### config.mk
export PLATFORM = sky130hd
export DESIGN_NAME = sdt_mul
export DESIGN_NICKNAME = d
export VERILOG_FILES = /design/src/hdl/sdt_pkg.sv /design/src/hdl/sdt_mul.sv
export SDC_FILE = /design/constraint.sdc
export NUM_CORES = 1
export LEC_CHECK = 0
export BUFFER_PORTS_ARGS = -buffer_cell sky130_fd_sc_hd__buf_2
export CAP_MARGIN = 30
export CORE_MARGIN = 5
export CORE_UTILIZATION = 50
export CTS_BUF_LIST = sky130_fd_sc_hd__clkbuf_16
export CTS_CLUSTER_DIAMETER = 40
export CTS_CLUSTER_SIZE = 25
export DETAILED_ROUTE_END_ITERATION = 12
export GPL_TIMING_DRIVEN = 0
export PLACE_DENSITY = 0.75
export SETUP_SLACK_MARGIN = 0.05
export SKIP_CTS_REPAIR_TIMING = 1
export SLEW_MARGIN = 20
export SYNTH_ARGS = -nofsm -noshare
export SYNTH_HDL_FRONTEND = slang
export SYNTH_SLANG_ARGS = --single-unit
### constraint.sdc
create_clock -name clk_i -period 8.8 [get_ports clk_i]
set_input_delay 1.32 -clock clk_i [delete_from_list [all_inputs] [get_ports clk_i]]
set_output_delay 1.32 -clock clk_i [all_outputs]
set_load 0.05 [all_outputs]
### src/hdl/sdt_pkg.sv
// ----------------------------------------------------------------------------
// Soft decision tree package
// Shared constants, operation codes and the exp and sigmoid lookup tables.
// ----------------------------------------------------------------------------
package sdt_pkg;

  localparam int unsigned SDT_NUM_FEATURES = 64;
  localparam int unsigned SDT_TREE_DEPTH   = 4;
  localparam int unsigned SDT_NUM_CLASSES  = 32;

  localparam int unsigned WEIGHT_DEPTH = 1024;
  localparam int unsigned WADDR_W      = 10;
  localparam int unsigned LEAF_DEPTH   = 512;
  localparam int unsigned LADDR_W      = 9;

  localparam int unsigned VAL_W   = 16;
  localparam int unsigned EXP_W   = 25;
  localparam int unsigned SIG_W   = 16;
  localparam int unsigned PI_W    = 17;
  localparam int unsigned MUL_W   = 18;
  localparam int unsigned CACC_W  = 24;
  localparam int unsigned CLASS_W = 6;

  localparam logic [63:0] EXP_STEP = 64'd4034748382;

  typedef enum logic [1:0] {
    OP_WEIGHT  = 2'd0,
    OP_LEAF    = 2'd1,
    OP_FEATURE = 2'd2
  } op_e;

  typedef logic [255:0][EXP_W-1:0] exp_tab_t;
  typedef logic [255:0][SIG_W-1:0] sig_tab_t;

  function automatic logic [63:0] udiv64(logic [63:0] num, logic [63:0] den);
    logic [63:0] q;
    logic [64:0] r;
    q = '0;
    r = '0;
    for (int b = 63; b >= 0; b--) begin
      r = {r[63:0], num[b]};
      if (r >= {1'b0, den}) begin
        r    = r - {1'b0, den};
        q[b] = 1'b1;
      end
    end
    return q;
  endfunction

  function automatic exp_tab_t build_exp_tab();
    exp_tab_t    tab;
    logic [63:0] cur;
    cur = 64'd1 << 24;
    for (int i = 0; i < 256; i++) begin
      tab[i] = EXP_W'(cur);
      cur = (cur * EXP_STEP + 64'h8000_0000) >> 32;
    end
    return tab;
  endfunction

  function automatic sig_tab_t build_sig_tab();
    exp_tab_t    etab;
    sig_tab_t    tab;
    logic [63:0] den;
    logic [63:0] f;
    etab = build_exp_tab();
    for (int i = 0; i < 256; i++) begin
      if (i >= 128) begin
        den = (64'd1 << 24) + 64'(etab[i-128]);
      end else begin
        den = (64'd1 << 24) + 64'(etab[128-i]);
      end
      f = udiv64((64'd1 << 40) + (den >> 1), den);
      if (i >= 128) begin
        tab[i] = SIG_W'(f);
      end else begin
        tab[i] = SIG_W'(64'd65536 - f);
      end
    end
    return tab;
  endfunction

  localparam exp_tab_t EXP_TAB = build_exp_tab();
  localparam sig_tab_t SIG_TAB = build_sig_tab();

endpackage

### src/hdl/sdt_mul.sv
// ----------------------------------------------------------------------------
// Soft decision tree shared multiplier
// Signed multiplier, registered product, shared by dot, path and class steps.
// ----------------------------------------------------------------------------
module sdt_mul import sdt_pkg::*; (
  input  logic                      clk_i,
  input  logic signed [MUL_W-1:0]   a_i,
  input  logic signed [MUL_W-1:0]   b_i,
  output logic signed [2*MUL_W-1:0] p_o
);
  logic signed [2*MUL_W-1:0] p_q;

  always_ff @(posedge clk_i) begin
    p_q <= a_i * b_i;
  end

  assign p_o = p_q;
endmodule

==> impl_metrics.json <==
{
  "status": "finished clean",
  "slew_viol_final": 0,
  "whs_ns": 1.44,
  "core_area_um2": 25300,
  "std_cell_rows": 58,
  "die_height_um": 171,
  "hp-start": "a_i[0]",
  "avgSynthCellArea_um2": 9.37,
  "cp.required_ns": 8.98,
  "grt_pass1_wl_um": 52900,
  "path_common_cell": "fa_1",
  "synth-main-ff-cell": "dfxtp_1",
  "tns_ns": 0,
  "drv_cap": 0,
  "cts_sinks": 36,
  "cts_buffers": 5,
  "die_w_um": 171,
  "syn_to_final_growth_pct": 7.11,
  "via_count": 9299,
  "startpoint_type": "input port",
  "grt_antenna_before_repair": 0,
  "crit_fanout": 10,
  "cp.arrival_ns": 8.70,
  "min_period_over_period_pct": 96.8,
  "gr-total-overflow": 0,
  "n_fill_cell": 2294,
  "synth_area_um2": 12900,
  "grt_pass1_vias": 10238,
  "dp_hpwl_um": 27600,
  "avgViaCountPerCell": 5.22,
  "drt_wl_total_um": 32500,
  "htreeDepth": 2,
  "cts_tree": "built",
  "layout-drive-gt1-share_pct": 6.00,
  "num-nets-final": 1909,
  "grt_max_degree": 13,
  "dieArea_um2": 29100,
  "netlist-cell-type-count": 48,
  "synthArstFlopShare_pct": 0,
  "clockBufferDepth": 2,
  "synth_cells": 1378,
  "yosysWarnings": 0,
  "synth-seq-cells": 36,
  "firstDrtPassIters": 5,
  "synth_edf_count": 0,
  "synthesis.nets": 1837,
  "hold_depth": 2,
  "io_pins": 73,
  "grt.total_usage_pct": 23.6,
  "end_kind": "flip-flop",
  "numPortBuffers": 65,
  "setup_viol": 0,
  "rsz0062_at_grt": "false",
  "cp_slowest_cell": "a2111oi_1",
  "cts_root_buf": "clkbuf_16",
  "place_congestion": 1.02,
  "start_util_pct": 51.0,
  "ys_seq_area_share_pct": 5.58,
  "drt-wirelength-per-cell_um": 18.2,
  "relSlewSlack_pct": 33.3,
  "worstPathCellList": "clkbuf_1 -> clkbuf_1 -> nand2_1 -> fa_1 -> inv_1 -> fa_1 -> fa_1 -> fa_1 -> fa_1 -> inv_1 -> fa_1 -> inv_1 -> ha_1 -> clkbuf_1 -> nand4_1 -> a2111oi_1 -> o21ai_0 -> a21boi_0 -> nor3_1 -> o21bai_1 -> a31oi_1 -> xnor2_1",
  "min_to": "p_o[0]$_DFF_P_",
  "max_freq_ghz": 0.117,
  "drc_errors": 0,
  "path_clk_slew_ns": 0.06,
  "worst_pin_slew_ns": 0.998,
  "hold_viol": 0,
  "hold_class": "input port to flip-flop",
  "period_needed_ns": 8.52,
  "max_stage_delay_ns": 0.92,
  "drt_iter0_drc": 634,
  "largest_reg_flops": 36,
  "critPathKind": "input port to flip-flop",
  "postRouteAntennaNets": 0
}
## worst max path at each step
stage	slack, ns	from	endpoint	depth (start not counted)
final	0.28	b_i[11]	p_o[27]$_DFF_P_	22
after global routing	0.09	b_i[9]	p_o[27]$_DFF_P_	22
after CTS	0.13	a_i[17]	p_o[35]$_DFF_P_	25
after detailed placement	-0.16	a_i[17]	p_o[35]$_DFF_P_	25
after global placement	-0.005	a_i[17]	p_o[35]$_DFF_P_	25
after floorplan	1.45	a_i[17]	p_o[35]$_DFF_P_	25
## stage by stage
step                utilization [%]  cell area (µm²)  worst slack [ns]  instances
floorplan                         -            12900              1.45       1378
global placement               53.9            13700          -0.00539       1773
detailed placement             53.9            13700            -0.159       1773
CTS                            54.6            13800             0.131       1781
global route                   54.6            13800            0.0926       1781
finish                         54.6            13800             0.277       1782
## cell families (layout without fill, tap and decap cells)
kind of cell | count (synthesis) | after routing | synth area share [%]
DFF | 36 | 36 | 5.58
adders and majority gates | 422 | 422 | 60.0
muxes | 2 | 2 | 0.165
other | 0 | 1 | 0
buffers and inverters | 415 | 488 | 12.1
xor gates and xnor gates | 34 | 34 | 2.31
and+or+nand+nor | 387 | 387 | 15.4
AOI/OAI and AO/OA | 82 | 82 | 4.48
## worst max-delay path, delay by kind of cell
kind	cells	cell delay, ns
xor+xnor	1	0.15
buf+inv	6	1.59
simple gates	3	0.43
compound gates	5	1.98
fa+ha+maj	7	3.19
## cells in the mapped netlist, types with 2 or more instances
cell type | number | area [µm²]
nor2_1 | 18 | 67.6
xor2_1 | 2 | 17.5
clkbuf_1 | 44 | 165
inv_1 | 371 | 1390
nand4_1 | 2 | 12.5
a211o_1 | 3 | 26.3
o211ai_1 | 5 | 37.5
nand2b_1 | 9 | 56.3
a21boi_0 | 3 | 22.5
nand3_1 | 6 | 30.0
a21oi_1 | 20 | 100
nor3_1 | 5 | 25.0
dfxtp_1 | 36 | 721
o2111ai_1 | 2 | 17.5
o21bai_1 | 5 | 37.5
xnor2_1 | 32 | 280
o21ai_0 | 15 | 75.1
nor2b_1 | 17 | 106
or2_2 | 2 | 12.5
a21o_1 | 8 | 60.1
a211oi_1 | 2 | 15.0
a31oi_1 | 5 | 31.3
nand2_1 | 157 | 589
and4_1 | 2 | 17.5
fa_1 | 329 | 6590
a21oi_2 | 2 | 17.5
and2_1 | 163 | 1020
ha_1 | 93 | 1160
## per-layer routing
layer / GRT usage, % / vias to the layer above / share of wire (%) / routed length (µm)
met1: 29.5 / 4696 / 37 / 12200
met4: 9.72 / 0 / 5.4 / 1770
met3: 5.01 / 92 / 8.8 / 2860
met5: 0 / - / 0 / 0
met2: 40.0 / 386 / 48 / 15700
li1: - / 4125 / - / -
## placed cells by master (no fill, tap or decap), drive strengths merged, types with 2 or more instances in the layout
cell,n
inv,371
fa,329
and2,163
nand2,157
ha,93
buf,65
clkbuf,49
dfxtp,36
xnor2,32
a21oi,22
nor2,18
nor2b,17
o21ai,16
nand2b,9
a21o,8
nand3,6
o211ai,5
o21bai,5
nor3,5
a31oi,5
a21boi,3
a211o,3
a2111oi,3
xor2,2
nand4,2
and4,2
or2,2
a211oi,2
o2111ai,2
a221oi,2
## area by class of cell
type / count / area (µm²) / share of cell area, %
Timing Repair Buffer: 65 / 325 / 2.35
Clock inverter: 3 / 42.5 / 0.308
Clock buffer: 5 / 125 / 0.905
Buffer: 44 / 166 / 1.20
Multi-Input combinational cell: 927 / 10600 / 77.0
Tap cell: 330 / 413 / 2.99
Sequential cell: 36 / 721 / 5.21
Antenna cell: 1 / 2.50 / 0.0181
Inverter: 371 / 1390 / 10.1
Power is not shown: default switching activity piles up to over one toggle a cycle in this logic, so the estimate is an artifact.
