<file path="config.mk">
export PLATFORM = sky130hd
export DESIGN_NAME = sdt_div
export DESIGN_NICKNAME = d
export VERILOG_FILES = /design/src/hdl/sdt_pkg.sv /design/src/hdl/sdt_div.sv
export SDC_FILE = /design/constraint.sdc
export NUM_CORES = 1
export LEC_CHECK = 0
export ABC_AREA = 1
export CAP_MARGIN = 20
export CORE_MARGIN = 4
export CORE_UTILIZATION = 50
export CTS_CLUSTER_DIAMETER = 100
export DETAILED_ROUTE_END_ITERATION = 10
export DONT_BUFFER_PORTS = 1
export RECOVER_POWER = 50
export SLEW_MARGIN = 20
export SYNTH_ARGS = -nofsm -noshare
export SYNTH_HDL_FRONTEND = slang
export SYNTH_SLANG_ARGS = --single-unit
</file>
<file path="constraint.sdc">
create_clock -name clk_i -period 6.45 [get_ports clk_i]
set_input_delay 1.29 -clock clk_i [delete_from_list [all_inputs] [get_ports clk_i]]
set_output_delay 1.29 -clock clk_i [all_outputs]
set_load 0.1 [all_outputs]
</file>
<file path="src/hdl/sdt_pkg.sv">
// ----------------------------------------------------------------------------
// Soft decision tree package
// Shared constants, operation codes and the exp and sigmoid lookup tables.
// ----------------------------------------------------------------------------
package sdt_pkg;

  localparam int unsigned SDT_NUM_FEATURES = 64;
  localparam int unsigned SDT_TREE_DEPTH   = 4;
  localparam int unsigned SDT_NUM_CLASSES  = 32;

  localparam int unsigned WEIGHT_DEPTH = 1024;
  localparam int unsigned WADDR_W      = 10;
  localparam int unsigned LEAF_DEPTH   = 512;
  localparam int unsigned LADDR_W      = 9;

  localparam int unsigned VAL_W   = 16;
  localparam int unsigned EXP_W   = 25;
  localparam int unsigned SIG_W   = 16;
  localparam int unsigned PI_W    = 17;
  localparam int unsigned MUL_W   = 18;
  localparam int unsigned CACC_W  = 24;
  localparam int unsigned CLASS_W = 6;

  localparam logic [63:0] EXP_STEP = 64'd4034748382;

  typedef enum logic [1:0] {
    OP_WEIGHT  = 2'd0,
    OP_LEAF    = 2'd1,
    OP_FEATURE = 2'd2
  } op_e;

  typedef logic [255:0][EXP_W-1:0] exp_tab_t;
  typedef logic [255:0][SIG_W-1:0] sig_tab_t;

  function automatic logic [63:0] udiv64(logic [63:0] num, logic [63:0] den);
    logic [63:0] q;
    logic [64:0] r;
    q = '0;
    r = '0;
    for (int b = 63; b >= 0; b--) begin
      r = {r[63:0], num[b]};
      if (r >= {1'b0, den}) begin
        r    = r - {1'b0, den};
        q[b] = 1'b1;
      end
    end
    return q;
  endfunction

  function automatic exp_tab_t build_exp_tab();
    exp_tab_t    tab;
    logic [63:0] cur;
    cur = 64'd1 << 24;
    for (int i = 0; i < 256; i++) begin
      tab[i] = EXP_W'(cur);
      cur = (cur * EXP_STEP + 64'h8000_0000) >> 32;
    end
    return tab;
  endfunction

  function automatic sig_tab_t build_sig_tab();
    exp_tab_t    etab;
    sig_tab_t    tab;
    logic [63:0] den;
    logic [63:0] f;
    etab = build_exp_tab();
    for (int i = 0; i < 256; i++) begin
      if (i >= 128) begin
        den = (64'd1 << 24) + 64'(etab[i-128]);
      end else begin
        den = (64'd1 << 24) + 64'(etab[128-i]);
      end
      f = udiv64((64'd1 << 40) + (den >> 1), den);
      if (i >= 128) begin
        tab[i] = SIG_W'(f);
      end else begin
        tab[i] = SIG_W'(64'd65536 - f);
      end
    end
    return tab;
  endfunction

  localparam exp_tab_t EXP_TAB = build_exp_tab();
  localparam sig_tab_t SIG_TAB = build_sig_tab();

endpackage

</file>
<file path="src/hdl/sdt_div.sv">
// ----------------------------------------------------------------------------
// Soft decision tree divider
// Restoring divider producing one quotient bit per cycle.
// ----------------------------------------------------------------------------
module sdt_div import sdt_pkg::*; #(
  parameter int unsigned DIV_W = 30
) (
  input  logic                    clk_i,
  input  logic                    rst_ni,
  input  logic                    start_i,
  input  logic [DIV_W+PI_W-1:0]   dividend_i,
  input  logic [DIV_W-1:0]        divisor_i,
  output logic                    busy_o,
  output logic                    done_o,
  output logic [PI_W-1:0]         quot_o
);
  localparam int unsigned DVD_W = DIV_W + PI_W;
  localparam int unsigned CNT_W = $clog2(PI_W);

  logic [DVD_W-1:0] rem_q;
  logic [DVD_W-2:0] dsh_q;
  logic [PI_W-1:0]  quot_q;
  logic [CNT_W-1:0] cnt_q;
  logic             busy_q;
  logic             done_q;
  logic             ge;

  assign ge = rem_q >= {1'b0, dsh_q};

  always_ff @(posedge clk_i or negedge rst_ni) begin
    if (!rst_ni) begin
      busy_q <= 1'b0;
      done_q <= 1'b0;
      cnt_q  <= '0;
    end else begin
      done_q <= 1'b0;
      if (start_i) begin
        busy_q <= 1'b1;
        cnt_q  <= CNT_W'(PI_W - 1);
      end else if (busy_q) begin
        cnt_q <= cnt_q - CNT_W'(1);
        if (cnt_q == '0) begin
          busy_q <= 1'b0;
          done_q <= 1'b1;
        end
      end
    end
  end

  always_ff @(posedge clk_i) begin
    if (start_i) begin
      rem_q  <= dividend_i;
      dsh_q  <= {divisor_i, {(PI_W-1){1'b0}}};
      quot_q <= '0;
    end else if (busy_q) begin
      if (ge) begin
        rem_q <= rem_q - {1'b0, dsh_q};
      end
      quot_q <= {quot_q[PI_W-2:0], ge};
      dsh_q  <= dsh_q >> 1;
    end
  end

  assign busy_o = busy_q;
  assign done_o = done_q;
  assign quot_o = quot_q;
endmodule

</file>
==> flow_summary.ini <==
[run_status]
run_status = complete, no violations

[timing]
fin_crit_share_pct = 59.3
timing.slew.headroom_pct = 1.51
totalNegativeSetupSlack_ns = 0
max_freq_mhz = 261
number_of_hold_violations_in_the_final_report = 0
timing.final.max_slew_violations = 0
period_needed_ns = 3.83
worstMarginPinSlew_ns = 1.48
worst_clock_skew_ns = 0.0157
setup_violations = 0
fin_ws_ns = 2.62
rsz0062_at_grt = no

[placed_design]
gp_congestion = 0.943
placement.setup.worst_slack_ns = 3.11
place_hpwl_mm = 18.7
place.port_buffers = 0

[grt]
grt_pass1_wl_mm = 38.1
gr-total-overflow = 0
total_global_route_track_usage_pct = 24.3
first_global_vias = 7492
grt_max_degree = 99
grt_antenna_before_repair = 0

[clock_tree]
clock_sinks = 117
cts-buffers-inserted = 17
cts_setup_buffers = 0
root_buffer = sky130_fd_sc_hd__clkbuf_16
cts_tree = yes
cts.reportedPaths.clkPinSlew_ns = 0.06
cts_hold_buffers = 0
cts.repair.resized = 0
htreeDepth = 4
ctsLongestPathBuffers = 2
worst_skew_pair.late_latency_ns = 0.43

[detailed_routing]
drt_pass1_iterations = 6
post_drt_wl_per_cell_um = 15.2
number_of_antenna_violating_nets_in_the_routed_design = 0
viasPerCell = 4.96
drt_first_iter_violations = 540
routed_wl_mm = 23.7
drcViolationCount = 0
vias = 7719

[yosys]
postSynthNetCount = 1449
synth.distinct_cells = 37
synth.ff_latch_count = 117
yosysSeqAreaShare_pct = 35.6
yosys_warnings = 0
syn_area_per_cell_um2 = 6.70
syn-instance-count = 1320
mappedNetlistArea_mm2 = 0.00884

[setup_path]
crit_slowest_cell = sky130_fd_sc_hd__clkbuf_1
setup.worst_path.class = flop to flop
capturing_element_type_of_the_critical_path = flop
buffer_and_inverter_count_on_the_worst_path = 2
critPathLaunchType = flop
crit_path_dat_ns = 3.85
timing.critical_path.cells = nor2_1 -> inv_1 -> clkbuf_1
worst-path-max-fanout = 35
timing.critical_path.required_ns = 6.47
critical-path-max-stage-delay_ns = 1.14
critical_path.top_delay_family = buffers and inverters

[power]
cell_pwr_density_mw_per_mm2 = 537
power.internal_uw = 2640
power.net_switching_uw = 2530
combinationalPowerShare_pct = 56.8
p_leak_uw = 0.00496
max-vdd-ir-drop_mv = 0.288
clockPowerShare_pct = 18.8
reg_power_share_pct = 24.3
switching_share_pct = 48.9
finalPower_uw = 5170

[floorplan]
floorplan.core_area_mm2 = 0.0173
dieArea_mm2 = 0.0199
chipWidth_um = 141
placementRows = 48
die_height_um = 141
number_of_placed_i_o_pins = 99
start_util_pct = 51.1

[cells_and_area]
most-common-layout-cells = 487 x sky130_fd_sc_hd__nand2_1, 275 x sky130_fd_sc_hd__inv_1, 77 x sky130_fd_sc_hd__edfxtp_1
finish.net_count = 1448
layout_commonest_cell = sky130_fd_sc_hd__nand2_1
syn_to_final_growth_pct = 8.80
ant_cells = 0
ratio_of_cells_with_drive_above_1_in_the_final_layout_pct = 8.48

[run]
maxCapViolations = 0

[hold_path]
hp-class = flop to flop
## cell families after synthesis
family	count (synthesis)	synth area share, %
adders and majority gates	49	7.02
buffers and inverters	310	13.3
AOI/OAI and AO/OA	122	7.48
xor gates and xnor gates	17	1.68
DFF	117	35.6
and+or+nand+nor	705	34.9
## state kept, by name, indices dropped and copies added (netlist names)
signal and count:
rem_q 47, dsh_q 46, quot_o 17, done_o 1, busy_o 1, cnt_q 5
## area by class of cell
cell class	count	area, um2
tap	225	282
clock inverter	11	98.8
timing repair buffer	4	46.3
multi-input combinational	893	4460
sequential	117	3150
clock buffer	21	514
fill	1817	7670
inverter	286	1070
## power by group through the flow
stage	Combinational (uW)	Clock, uW	Sequential [uW]
2_1_floorplan	2240	0	1250
3_3_place_gp	2900	0	1260
3_5_place_dp	2930	0	1270
4_1_cts	2960	993	1260
5_1_grt	3340	1030	1280
6_report	2940	973	1260
## worst register-to-register path, cell delays in order (launching register included)
cell and delay, ns:
sky130_fd_sc_hd__dfrtp_1 1.00, sky130_fd_sc_hd__nor2_1 0.29, sky130_fd_sc_hd__inv_1 0.97, sky130_fd_sc_hd__clkbuf_1 1.14
## cells in the mapped netlist
cell type / number / area [um2]
sky130_fd_sc_hd__nand2_1: 486 / 1820
sky130_fd_sc_hd__inv_1: 275 / 1030
sky130_fd_sc_hd__edfxtp_1: 77 / 2310
sky130_fd_sc_hd__nand3_1: 59 / 295
sky130_fd_sc_hd__nor2_1: 49 / 184
sky130_fd_sc_hd__ha_1: 48 / 601
sky130_fd_sc_hd__o21ai_0: 47 / 235
sky130_fd_sc_hd__dfxtp_1: 33 / 661
sky130_fd_sc_hd__a21oi_1: 31 / 155
sky130_fd_sc_hd__nor2_2: 31 / 194
sky130_fd_sc_hd__o22ai_1: 30 / 188
sky130_fd_sc_hd__nand2_2: 27 / 169
sky130_fd_sc_hd__clkbuf_1: 19 / 71.3
sky130_fd_sc_hd__xnor2_1: 15 / 131
sky130_fd_sc_hd__nand4_1: 12 / 75.1
sky130_fd_sc_hd__nand3_2: 11 / 110
sky130_fd_sc_hd__o21ai_1: 10 / 50.1
sky130_fd_sc_hd__inv_2: 9 / 33.8
sky130_fd_sc_hd__nor2_4: 8 / 90.1
sky130_fd_sc_hd__dfrtp_1: 7 / 175
sky130_fd_sc_hd__nand3b_1: 6 / 45.0
sky130_fd_sc_hd__or2_2: 5 / 31.3
sky130_fd_sc_hd__and2_1: 3 / 18.8
sky130_fd_sc_hd__nor4_1: 3 / 18.8
sky130_fd_sc_hd__buf_2: 2 / 10.0
sky130_fd_sc_hd__buf_4: 2 / 15.0
sky130_fd_sc_hd__clkinv_1: 2 / 7.51
sky130_fd_sc_hd__o21bai_1: 2 / 15.0
sky130_fd_sc_hd__or2_1: 2 / 12.5
sky130_fd_sc_hd__xor2_1: 2 / 17.5
sky130_fd_sc_hd__a21boi_1: 1 / 7.51
sky130_fd_sc_hd__buf_1: 1 / 3.75
sky130_fd_sc_hd__fa_1: 1 / 20.0
sky130_fd_sc_hd__nor3_1: 1 / 5.00
sky130_fd_sc_hd__nor3_2: 1 / 10.0
sky130_fd_sc_hd__nor3b_1: 1 / 7.51
sky130_fd_sc_hd__o21bai_2: 1 / 11.3
## path summary, 6_finish.rpt
check,start,endpoint,slack [ns],cells past startpoint
max in group asynchronous,rst_ni,cnt_q[4],5.82,0
worst max register to register,busy_o,dsh_q[29],2.62,3
worst max-delay path,busy_o,dsh_q[29],2.62,3
min in group asynchronous,rst_ni,cnt_q[3],0.55,0
worst min-delay path,cnt_q[3],cnt_q[3],0.48,1
worst min register to register,cnt_q[3],cnt_q[3],0.48,1
## metrics by stage
step,util [%],cell area (um2),hold WS [ns],instances
final,55.6,9620,0.480,1557
after global routing,55.6,9620,0.503,1557
after CTS,56.0,9690,0.478,1557
after detailed placement,52.5,9080,0.462,1525
after global placement,52.3,9050,0.451,1524
after floorplan,-,8840,0.432,1320
## metal layers
layer / track usage [%] / wire length [um]
met5: 0 / 0
met4: 5.81 / 333
met3: 5.29 / 1200
met2: 38.3 / 10500
met1: 34.3 / 11700
(Power assumes the default switching activity.)
